`src/rtl/lsw_pkg.sv`:
```
// Package for the lap stopwatch with input trace.
// Holds sizing constants, field widths, operation and status codes.
// No dependencies.
package lsw_pkg;

    localparam int MAX_SPLITS    = 32;
    localparam int HISTORY_DEPTH = 64;
    localparam int FRAME_BITS    = 48;

    localparam int REQ_W     = 3;
    localparam int MASK_W    = 10;
    localparam int INDEX_W   = 6;
    localparam int NEW_W     = 48;
    localparam int ELAPSED_W = 48;
    localparam int SPLIT_N_W = 6;
    localparam int HIST_N_W  = 7;
    localparam int DATA_W    = 48;
    localparam int STATUS_W  = 2;

    localparam int SPLIT_AW  = (MAX_SPLITS > 1) ? $clog2(MAX_SPLITS) : 1;
    localparam int SPLIT_CW  = $clog2(MAX_SPLITS + 1);
    localparam int HIST_AW   = $clog2(HISTORY_DEPTH);
    localparam int HIST_CW   = $clog2(HISTORY_DEPTH + 1);

    typedef logic [FRAME_BITS-1:0] frame_t;

    typedef enum logic [REQ_W-1:0] {
        OP_TICK   = 3'd0,
        OP_RESET  = 3'd1,
        OP_TOGGLE = 3'd2,
        OP_SPLIT  = 3'd3,
        OP_CLEAR  = 3'd4,
        OP_RD_SPL = 3'd5,
        OP_RD_HIS = 3'd6,
        OP_LOAD   = 3'd7
    } op_t;

    typedef enum logic [STATUS_W-1:0] {
        ST_OK    = 2'd0,
        ST_FULL  = 2'd1,
        ST_RANGE = 2'd2
    } status_t;

    typedef enum logic [1:0] {
        SRC_NONE,
        SRC_SPLIT,
        SRC_HIST
    } rd_src_t;

endpackage

```
`src/rtl/lsw_in_if.sv`:
```
// Command channel of the lap stopwatch: valid/ready handshake and item fields.
// Depends on lsw_pkg.
interface lsw_in_if;
    import lsw_pkg::*;

    logic               valid;
    logic               ready;
    logic [REQ_W-1:0]   req_type;
    logic [MASK_W-1:0]  button_mask;
    logic [INDEX_W-1:0] read_index;
    logic [NEW_W-1:0]   new_frame;

    modport source (output valid, req_type, button_mask, read_index, new_frame, input ready);
    modport sink   (input valid, req_type, button_mask, read_index, new_frame, output ready);
endinterface

```
`src/rtl/lsw_out_if.sv`:
```
// Result channel of the lap stopwatch: valid/ready handshake and item fields.
// Depends on lsw_pkg.
interface lsw_out_if;
    import lsw_pkg::*;

    logic                 valid;
    logic                 ready;
    logic [ELAPSED_W-1:0] elapsed_frames;
    logic                 is_running;
    logic [SPLIT_N_W-1:0] split_total;
    logic [HIST_N_W-1:0]  history_total;
    logic [MASK_W-1:0]    latest_mask;
    logic [DATA_W-1:0]    read_data;
    logic [STATUS_W-1:0]  status;

    modport source (output valid, elapsed_frames, is_running, split_total, history_total,
                    latest_mask, read_data, status, input ready);
    modport sink   (input valid, elapsed_frames, is_running, split_total, history_total,
                    latest_mask, read_data, status, output ready);
endinterface

```
`src/rtl/lap_stopwatch_with_input_trace_top.sv`:
```
// A result passes through the middle stage, then the output register, after its command
// is accepted; it waits there while the result channel stalls. Throughput: one item per
// cycle unless the result channel stalls; the state update and both RAM accesses are done
// in the accept cycle, and the registered RAM read is merged as the item leaves the middle stage.
// Reset (rst_n, asynchronous, active low) clears counters, base, stop point and
// fill counts and sets the run flag; the split and history RAMs are not cleared.
// Top level of the lap stopwatch with input trace; depends on lsw_pkg,
// lsw_in_if, lsw_out_if and lsw_ram.
module lap_stopwatch_with_input_trace_top (
    input  logic        clk,
    input  logic        rst_n,
    lsw_in_if.sink      cmd,
    lsw_out_if.source   result
);
    import lsw_pkg::*;

    // Architectural state.
    frame_t                fc_reg,   fc_next;
    frame_t                base_reg, base_next;
    frame_t                stop_reg, stop_next;
    logic                  run_reg,  run_next;
    logic [SPLIT_CW-1:0]   su_reg,   su_next;
    logic [HIST_AW-1:0]    head_reg, head_next;
    logic [HIST_CW-1:0]    ru_reg,   ru_next;
    logic [MASK_W-1:0]     lm_reg,   lm_next;

    // Middle stage, waiting for RAM read data.
    logic                  s1_valid_reg;
    logic [ELAPSED_W-1:0]  s1_elapsed_reg;
    logic                  s1_run_reg;
    logic [SPLIT_CW-1:0]   s1_su_reg;
    logic [HIST_CW-1:0]    s1_ru_reg;
    logic [MASK_W-1:0]     s1_mask_reg;
    rd_src_t               s1_src_reg;
    status_t               s1_status_reg;

    // Output register.
    logic                  out_valid_reg;
    logic [ELAPSED_W-1:0]  out_elapsed_reg;
    logic                  out_run_reg;
    logic [SPLIT_N_W-1:0]  out_su_reg;
    logic [HIST_N_W-1:0]   out_ru_reg;
    logic [MASK_W-1:0]     out_mask_reg;
    logic [DATA_W-1:0]     out_data_reg;
    status_t               out_status_reg;

    logic                  accept;
    logic                  s1_move;
    op_t                   op;
    frame_t                fc1, base1, stop1, point;
    logic                  run1, behind;
    frame_t                elapsed;
    status_t               status_c;
    rd_src_t               src_c;
    logic                  split_has_room;
    logic                  split_idx_ok;
    logic                  hist_idx_ok;
    logic [HIST_AW:0]      hist_pos_sum;
    logic [HIST_AW-1:0]    hist_pos;
    logic                  split_we;
    logic                  hist_we;
    logic [DATA_W-1:0]     split_rdata;
    logic [MASK_W-1:0]     hist_rdata;
    logic [DATA_W-1:0]     read_data_c;

    assign op      = op_t'(cmd.req_type);
    assign s1_move = s1_valid_reg && (!out_valid_reg || result.ready);
    assign cmd.ready = !s1_valid_reg || s1_move;
    assign accept  = cmd.valid && cmd.ready;

    assign split_has_room = (32'(su_reg) < 32'(MAX_SPLITS));
    assign split_idx_ok   = (32'(cmd.read_index) < 32'(su_reg));
    assign hist_idx_ok    = (32'(cmd.read_index) < 32'(ru_reg));

    assign hist_pos_sum = {1'b0, head_reg} + (HIST_AW + 1)'(HISTORY_DEPTH - 1)
                          - (HIST_AW + 1)'(cmd.read_index);
    assign hist_pos     = (32'(hist_pos_sum) >= 32'(HISTORY_DEPTH))
                          ? HIST_AW'(32'(hist_pos_sum) - 32'(HISTORY_DEPTH))
                          : HIST_AW'(hist_pos_sum);

    always_comb
    begin
        fc1       = fc_reg;
        base1     = base_reg;
        stop1     = stop_reg;
        run1      = run_reg;
        su_next   = su_reg;
        head_next = head_reg;
        ru_next   = ru_reg;
        lm_next   = lm_reg;
        status_c  = ST_OK;
        src_c     = SRC_NONE;
        split_we  = 1'b0;
        hist_we   = 1'b0;

        unique case (op)
            OP_TICK:
            begin
                fc1     = fc_reg + frame_t'(1);
                lm_next = cmd.button_mask;
                hist_we = 1'b1;
                head_next = (32'(head_reg) == 32'(HISTORY_DEPTH - 1))
                            ? '0 : head_reg + HIST_AW'(1);
                if (32'(ru_reg) < 32'(HISTORY_DEPTH))
                begin
                    ru_next = ru_reg + HIST_CW'(1);
                end
            end
            OP_RESET:
            begin
                base1 = fc_reg;
                stop1 = fc_reg;
            end
            OP_TOGGLE:
            begin
                if (run_reg)
                begin
                    stop1 = fc_reg;
                    run1  = 1'b0;
                end
                else
                begin
                    if (fc_reg >= stop_reg)
                    begin
                        base1 = base_reg + (fc_reg - stop_reg);
                    end
                    run1 = 1'b1;
                end
            end
            OP_SPLIT:
            begin
                if (split_has_room)
                begin
                    split_we = 1'b1;
                    su_next  = su_reg + SPLIT_CW'(1);
                end
                else
                begin
                    status_c = ST_FULL;
                end
            end
            OP_CLEAR:
            begin
                su_next = '0;
            end
            OP_RD_SPL:
            begin
                if (split_idx_ok)
                begin
                    src_c = SRC_SPLIT;
                end
                else
                begin
                    status_c = ST_RANGE;
                end
            end
            OP_RD_HIS:
            begin
                if (hist_idx_ok)
                begin
                    src_c = SRC_HIST;
                end
                else
                begin
                    status_c = ST_RANGE;
                end
            end
            OP_LOAD:
            begin
                fc1 = frame_t'(cmd.new_frame);
            end
            default:
            begin
                fc1 = fc_reg;
            end
        endcase

        // The reading re-anchors to zero whenever the point in use is behind the base.
        point  = run1 ? fc1 : stop1;
        behind = (point < base1);
        if (behind)
        begin
            elapsed   = '0;
            base_next = point;
            stop_next = point;
        end
        else
        begin
            elapsed   = point - base1;
            base_next = base1;
            stop_next = stop1;
        end
        fc_next  = fc1;
        run_next = run1;
    end

    lsw_ram #(
        .WIDTH (DATA_W),
        .DEPTH (MAX_SPLITS)
    ) u_split_ram (
        .clk   (clk),
        .we    (accept && split_we),
        .waddr (SPLIT_AW'(su_reg)),
        .wdata (DATA_W'(elapsed)),
        .re    (accept),
        .raddr (SPLIT_AW'(cmd.read_index)),
        .rdata (split_rdata)
    );

    lsw_ram #(
        .WIDTH (MASK_W),
        .DEPTH (HISTORY_DEPTH)
    ) u_hist_ram (
        .clk   (clk),
        .we    (accept && hist_we),
        .waddr (head_reg),
        .wdata (cmd.button_mask),
        .re    (accept),
        .raddr (hist_pos),
        .rdata (hist_rdata)
    );

    always_ff @(posedge clk or negedge rst_n)
    begin
        if (!rst_n)
        begin
            fc_reg   <= '0;
            base_reg <= '0;
            stop_reg <= '0;
            run_reg  <= 1'b1;
            su_reg   <= '0;
            head_reg <= '0;
            ru_reg   <= '0;
            lm_reg   <= '0;
        end
        else if (accept)
        begin
            fc_reg   <= fc_next;
            base_reg <= base_next;
            stop_reg <= stop_next;
            run_reg  <= run_next;
            su_reg   <= su_next;
            head_reg <= head_next;
            ru_reg   <= ru_next;
            lm_reg   <= lm_next;
        end
    end

    always_ff @(posedge clk or negedge rst_n)
    begin
        if (!rst_n)
        begin
            s1_valid_reg  <= 1'b0;
            out_valid_reg <= 1'b0;
        end
        else
        begin
            if (accept)
            begin
                s1_valid_reg <= 1'b1;
            end
            else if (s1_move)
            begin
                s1_valid_reg <= 1'b0;
            end

            if (s1_move)
            begin
                out_valid_reg <= 1'b1;
            end
            else if (result.ready)
            begin
                out_valid_reg <= 1'b0;
            end
        end
    end

    always_ff @(posedge clk)
    begin
        if (accept)
        begin
            s1_elapsed_reg <= ELAPSED_W'(elapsed);
            s1_run_reg     <= run_next;
            s1_su_reg      <= su_next;
            s1_ru_reg      <= ru_next;
            s1_mask_reg    <= lm_next;
            s1_src_reg     <= src_c;
            s1_status_reg  <= status_c;
        end
        if (s1_move)
        begin
            out_elapsed_reg <= s1_elapsed_reg;
            out_run_reg     <= s1_run_reg;
            out_su_reg      <= SPLIT_N_W'(s1_su_reg);
            out_ru_reg      <= HIST_N_W'(s1_ru_reg);
            out_mask_reg    <= s1_mask_reg;
            out_data_reg    <= read_data_c;
            out_status_reg  <= s1_status_reg;
        end
    end

    always_comb
    begin
        unique case (s1_src_reg)
            SRC_SPLIT: read_data_c = split_rdata;
            SRC_HIST:  read_data_c = DATA_W'(hist_rdata);
            default:   read_data_c = '0;
        endcase
    end

    assign result.valid          = out_valid_reg;
    assign result.elapsed_frames = out_elapsed_reg;
    assign result.is_running     = out_run_reg;
    assign result.split_total    = out_su_reg;
    assign result.history_total  = out_ru_reg;
    assign result.latest_mask    = out_mask_reg;
    assign result.read_data      = out_data_reg;
    assign result.status         = out_status_reg;

    a_split_bound: assert property (@(posedge clk) disable iff (!rst_n)
        32'(su_reg) <= 32'(MAX_SPLITS))
        else $error("split count exceeds table size");

    a_hist_bound: assert property (@(posedge clk) disable iff (!rst_n)
        32'(ru_reg) <= 32'(HISTORY_DEPTH))
        else $error("history count exceeds ring depth");

    a_s1_hold: assert property (@(posedge clk) disable iff (!rst_n)
        (s1_valid_reg && !s1_move) |=> s1_valid_reg)
        else $error("middle stage item lost while stalled");

    a_tick_fills: assert property (@(posedge clk) disable iff (!rst_n)
        (accept && op == OP_TICK) |=> (ru_reg != '0))
        else $error("history count empty after a tick");

    a_range_zero: assert property (@(posedge clk) disable iff (!rst_n)
        (out_valid_reg && out_status_reg == ST_RANGE) |-> (out_data_reg == '0))
        else $error("out-of-range read returned nonzero data");

endmodule

```
`src/rtl/lsw_ram.sv`:
```
// Generic single-write, single-read RAM with registered read data.
// No dependencies.
module lsw_ram #(
    parameter int WIDTH = 8,
    parameter int DEPTH = 2
) (
    input  logic                                      clk,
    input  logic                                      we,
    input  logic [((DEPTH > 1) ? $clog2(DEPTH) : 1)-1:0] waddr,
    input  logic [WIDTH-1:0]                          wdata,
    input  logic                                      re,
    input  logic [((DEPTH > 1) ? $clog2(DEPTH) : 1)-1:0] raddr,
    output logic [WIDTH-1:0]                          rdata
);

    logic [WIDTH-1:0] mem [DEPTH];
    logic [WIDTH-1:0] rdata_reg;

    always_ff @(posedge clk)
    begin
        if (we)
        begin
            mem[waddr] <= wdata;
        end
        if (re)
        begin
            rdata_reg <= mem[raddr];
        end
    end

    assign rdata = rdata_reg;

endmodule

```
`src/flat_wrapper.sv`:
```
// flat-port wrapper written by rule: the top's interface ports become plain ports
module lap_stopwatch_with_input_trace_top_flat import lsw_pkg::*;
  (clk, rst_n, cmd_valid, cmd_req_type, cmd_button_mask, cmd_read_index, cmd_new_frame, cmd_ready, result_valid, result_elapsed_frames, result_is_running, result_split_total, result_history_total, result_latest_mask, result_read_data, result_status, result_ready);
  lsw_in_if cmd_i ();
  lsw_out_if result_i ();
  input  logic clk;
  input  logic rst_n;
  input wire logic [$bits(cmd_i.valid)-1:0] cmd_valid;
  input wire logic [$bits(cmd_i.req_type)-1:0] cmd_req_type;
  input wire logic [$bits(cmd_i.button_mask)-1:0] cmd_button_mask;
  input wire logic [$bits(cmd_i.read_index)-1:0] cmd_read_index;
  input wire logic [$bits(cmd_i.new_frame)-1:0] cmd_new_frame;
  output wire logic [$bits(cmd_i.ready)-1:0] cmd_ready;
  output wire logic [$bits(result_i.valid)-1:0] result_valid;
  output wire logic [$bits(result_i.elapsed_frames)-1:0] result_elapsed_frames;
  output wire logic [$bits(result_i.is_running)-1:0] result_is_running;
  output wire logic [$bits(result_i.split_total)-1:0] result_split_total;
  output wire logic [$bits(result_i.history_total)-1:0] result_history_total;
  output wire logic [$bits(result_i.latest_mask)-1:0] result_latest_mask;
  output wire logic [$bits(result_i.read_data)-1:0] result_read_data;
  output wire logic [$bits(result_i.status)-1:0] result_status;
  input wire logic [$bits(result_i.ready)-1:0] result_ready;
  assign cmd_i.valid = cmd_valid;
  assign cmd_i.req_type = cmd_req_type;
  assign cmd_i.button_mask = cmd_button_mask;
  assign cmd_i.read_index = cmd_read_index;
  assign cmd_i.new_frame = cmd_new_frame;
  assign cmd_ready = cmd_i.ready;
  assign result_valid = result_i.valid;
  assign result_elapsed_frames = result_i.elapsed_frames;
  assign result_is_running = result_i.is_running;
  assign result_split_total = result_i.split_total;
  assign result_history_total = result_i.history_total;
  assign result_latest_mask = result_i.latest_mask;
  assign result_read_data = result_i.read_data;
  assign result_status = result_i.status;
  assign result_i.ready = result_ready;
  lap_stopwatch_with_input_trace_top u_core (.clk(clk), .rst_n(rst_n), .cmd(cmd_i), .result(result_i));
endmodule
```
`config.mk`:
```
export PLATFORM = sky130hd
export DESIGN_NAME = lap_stopwatch_with_input_trace_top_flat
export DESIGN_NICKNAME = d
export VERILOG_FILES = /design/src/rtl/lsw_pkg.sv /design/src/rtl/lsw_in_if.sv /design/src/rtl/lsw_out_if.sv /design/src/rtl/lap_stopwatch_with_input_trace_top.sv /design/src/rtl/lsw_ram.sv /design/src/flat_wrapper.sv
export SDC_FILE = /design/constraint.sdc
export NUM_CORES = 2
export LEC_CHECK = 0
export ABC_CLOCK_PERIOD_IN_PS = 13650
export BUFFER_PORTS_ARGS = -buffer_cell sky130_fd_sc_hd__buf_2
export CELL_PAD_IN_SITES_DETAIL_PLACEMENT = 1
export CELL_PAD_IN_SITES_GLOBAL_PLACEMENT = 1
export CORE_MARGIN = 4
export CORE_UTILIZATION = 39
export DETAILED_ROUTE_END_ITERATION = 7
export PLACE_DENSITY_LB_ADDON = 0.1
export SLEW_MARGIN = 20
export SYNTH_ARGS = -nofsm -noshare
export SYNTH_HDL_FRONTEND = slang
export SYNTH_SLANG_ARGS = --single-unit
```
`constraint.sdc`:
```
create_clock -name clk -period 13.65 [get_ports clk]
set_input_delay 4.095 -clock clk [delete_from_list [all_inputs] [get_ports clk]]
set_output_delay 4.095 -clock clk [all_outputs]
set_load 0.05 [all_outputs]
```
==> qor.yml <==
logic_synthesis:
  ys_seq_elements: 2608
  syn_inst: 6301
  synth_ff_type: "edfxtp_1"
  synth_edf_count: 2432
  yosysTopAreaCell: "edfxtp_1"
  syn_area_um2: 110900
  yosysWarnings: 0
  syn-num-nets: 6588
  synth_most_common_cell: "edfxtp_1"
  synth_async_sr_flop_share_pct: 6.748
  synth_cell_type_count: 105
  synthDominantCellAreaShare_pct: 65.85
  synth_area_leaders: "edfxtp_1 (66%), mux4_2 (14%), dfrtp_1 (3.9%)"
  seq_area_frac_synth_pct: 69.82
  synth_commonest_cells: "edfxtp_1 (2,432), mux4_2 (680), nand2_1 (439)"
  avgSynthCellArea_um2: 17.60
setup_path:
  timing.rr.start: "u_core.fc_reg[4]"
  startpoint: "cmd_req_type[2]"
  crit_fanout: 33
  critPathLaunchType: "input port"
  worstSetupEndpointType: "flip-flop"
  crit_arrival_ns: 12.12
  ff2ff_setup_slack_ns: 3.15
  endpoint: "u_core.u_split_ram.mem[11][45]"
  critical_path_class: "in -> reg"
  worstRegToRegCells: 26
  required_ns: 14.19
  reg2reg_to: "u_core.u_split_ram.mem[2][4]"
floorplan:
  core_region_area_um2: 282500
  rows: 195
  fp.dieArea_um2: 293000
  start_util_pct: 39.25
  num_io_pins: 195
  die_w_um: 541.3
  dieHeight_um: 541.3
timing:
  fin_crit_sh_pct: 84.80
  fin_setup_tns_ns: 0
  final_max_slew_viol_count: 0
  finClkSkew_ns: 0.05356
  fmax_mhz: 86.39
  whs_ns: 0.4177
  hold_viol_final: 0
  period_needed_ns: 11.58
  worst-slew-pin-transition_ns: 1.141
  setup_viol_count_final: 0
  slew_headroom_pct: 23.37
  grt_setup_unrepaired: "false"
detailed_routing:
  vias_per_cell: 5.817
  firstDrtPassIters: 8
  wirelength_um: 349500
  drt_iter0_drc: 6488
  num_vias: 61450
  drtAntennaViolNets: 0
  drc: 0
  wire_per_inst_um: 33.09
place:
  gp_congestion: 0.8524
  dp_hpwl_um: 211500
  io_buffers: 194
  placed_area_um2: 117000
hold_path:
  min_path_type: "reg -> reg"
pwr:
  peakVddDrop_mv: 0.3509
  power_density_nw_per_um2: 254.2
  leakage_nw: 42.45
  p_total_mw: 32.13
finish:
  largest-register: "u_core.u_split_ram.mem"
  fin_nets: 6878
  drive_gt1_share_pct: 23.55
  final_area_um2: 126400
  multi_input_area_um2: 31720
  largest_register_ffs: 1536
  regArea_um2: 77440
  syn_to_final_growth_pct: 13.96
  post-route-util_pct: 44.73
  fillCellCount: 26768
  largestRegisters: "u_core.u_split_ram.mem (1536), u_core.u_hist_ram.mem (640)"
global_route:
  grt_pass1_wl_um: 494000
  gr-usage-all-layers_pct: 23.52
  grt_pass1_vias: 63843
  gr-total-overflow: 0
  antenna_found_initial: 17
  grt_max_degree: 133
job:
  cap_violations: 0
cts:
  path_clk_slew_ns: 0.06
  cts_buffers: 295
  htreeDepth: 5
  insertion_delay_ns: 0.90
  cts_resized: 0
  clock_sinks: 2608
  cts_tree: "yes"
  clockBufferDepth: 4
  cts_hold_repair.buffers: 0
  ctsRootBufferMaster: "clkbuf_16"
  cts_setup_buffers: 0
outcome:
  status: "complete, no violations"
worst max-delay path: stages:
cell,delay [ns]
buf_2,0.35
nor2_1,0.13
and2_1,0.30
xnor2_4,0.60
inv_2,0.46
a21oi_1,0.49
ha_1,0.31
nor2b_1,0.12
o21ai_0,0.25
a21oi_1,0.20
a221oi_1,0.67
o311ai_0,0.44
a31o_2,0.40
a221oi_1,0.48
o21bai_1,0.18
a31o_2,0.32
a211oi_1,0.40
o211ai_1,0.33
a211o_1,0.38
a21oi_1,0.26
mux2i_4,0.85
per-stage QoR:
| step | setup WS [ns] | instances |
|---|---|---|
| final | 2.074 | 10564 |
| after CTS | 2.206 | 10552 |
| after detailed placement | 1.291 | 10032 |
| after global routing | 1.666 | 10563 |
| after global placement | 1.517 | 10030 |
| after floorplan | 2.918 | 6301 |
power breakdown:
group	internal [mW]	leakage, nW	switching (mW)
clock network	4.32	4.45	3.29
registers	11.9	24.5	0.452
logic	3.50	13.5	8.68
total	19.7	42.5	12.4
cell families after synthesis:
| family | after synthesis | share of synthesized area [%] |
|---|---|---|
| flops | 2608 | 69.82 |
| mux | 706 | 14.05 |
| fa+ha+maj | 216 | 2.769 |
| buf+inv | 643 | 2.268 |
| simple gates | 1140 | 4.703 |
| compound gates | 881 | 5.521 |
| xor+xnor | 107 | 0.8687 |
final cells by class:
| type | count | area share [%] |
|---|---|---|
| multi-input cells | 3050 | 25.10 |
| well taps | 3743 | 3.705 |
| clock buffers | 373 | 6.195 |
| flip-flops and latches | 2608 | 61.27 |
| diodes | 7 | 0.01386 |
| inverters | 282 | 0.8504 |
| repair buffers | 354 | 1.840 |
| clock inverters | 147 | 1.031 |
how the worst min path moves through the flow:
stage | cells after the start | to | slack, ns | start
after CTS | 0 | u_core.result.split_total[0] | 0.42 | u_core.s1_su_reg[0]
final | 0 | u_core.result.split_total[0] | 0.42 | u_core.s1_su_reg[0]
after global placement | 0 | u_core.result.latest_mask[0] | 0.40 | u_core.s1_mask_reg[0]
after floorplan | 0 | u_core.result.elapsed_frames[0] | 0.40 | u_core.s1_elapsed_reg[0]
after global routing | 0 | u_core.result.elapsed_frames[14] | 0.43 | u_core.s1_elapsed_reg[14]
after detailed placement | 0 | u_core.result.elapsed_frames[26] | 0.41 | u_core.s1_elapsed_reg[26]
routing by layer:
| layer | vias up | global-route usage, % | wire, µm |
|---|---|---|---|
| met5 | - | 0 | 0 |
| met4 | 0 | 6.607 | 10400 |
| met3 | 449 | 2.996 | 18300 |
| met2 | 1879 | 38.01 | 167200 |
| met1 | 33336 | 33.70 | 153600 |
| li1 | 25786 | - | - |
cell usage in the layout, fill, tap and decap left out, drive strengths merged, types with 24 or more instances in the layout:
cell type	netlist	routed
nand4	38	38
nand2b	28	28
o22ai	53	53
a2bb2oi	51	51
and2	58	58
inv	281	293
mux4	680	680
ha	167	167
fa	49	49
nand2	439	439
a21oi	223	223
o21ai	168	168
buf	134	352
clkbuf	227	375
a211oi	65	65
a21o	42	42
nand3	107	107
a222oi	33	33
nor3	56	56
a22oi	30	30
xnor2	77	77
nor2b	24	24
clkinv	1	118
edfxtp	2432	2432
nor2	297	297
xor2	30	30
o311ai	37	37
dfrtp	175	175
No activity file was read; power rests on OpenSTA's default activity.
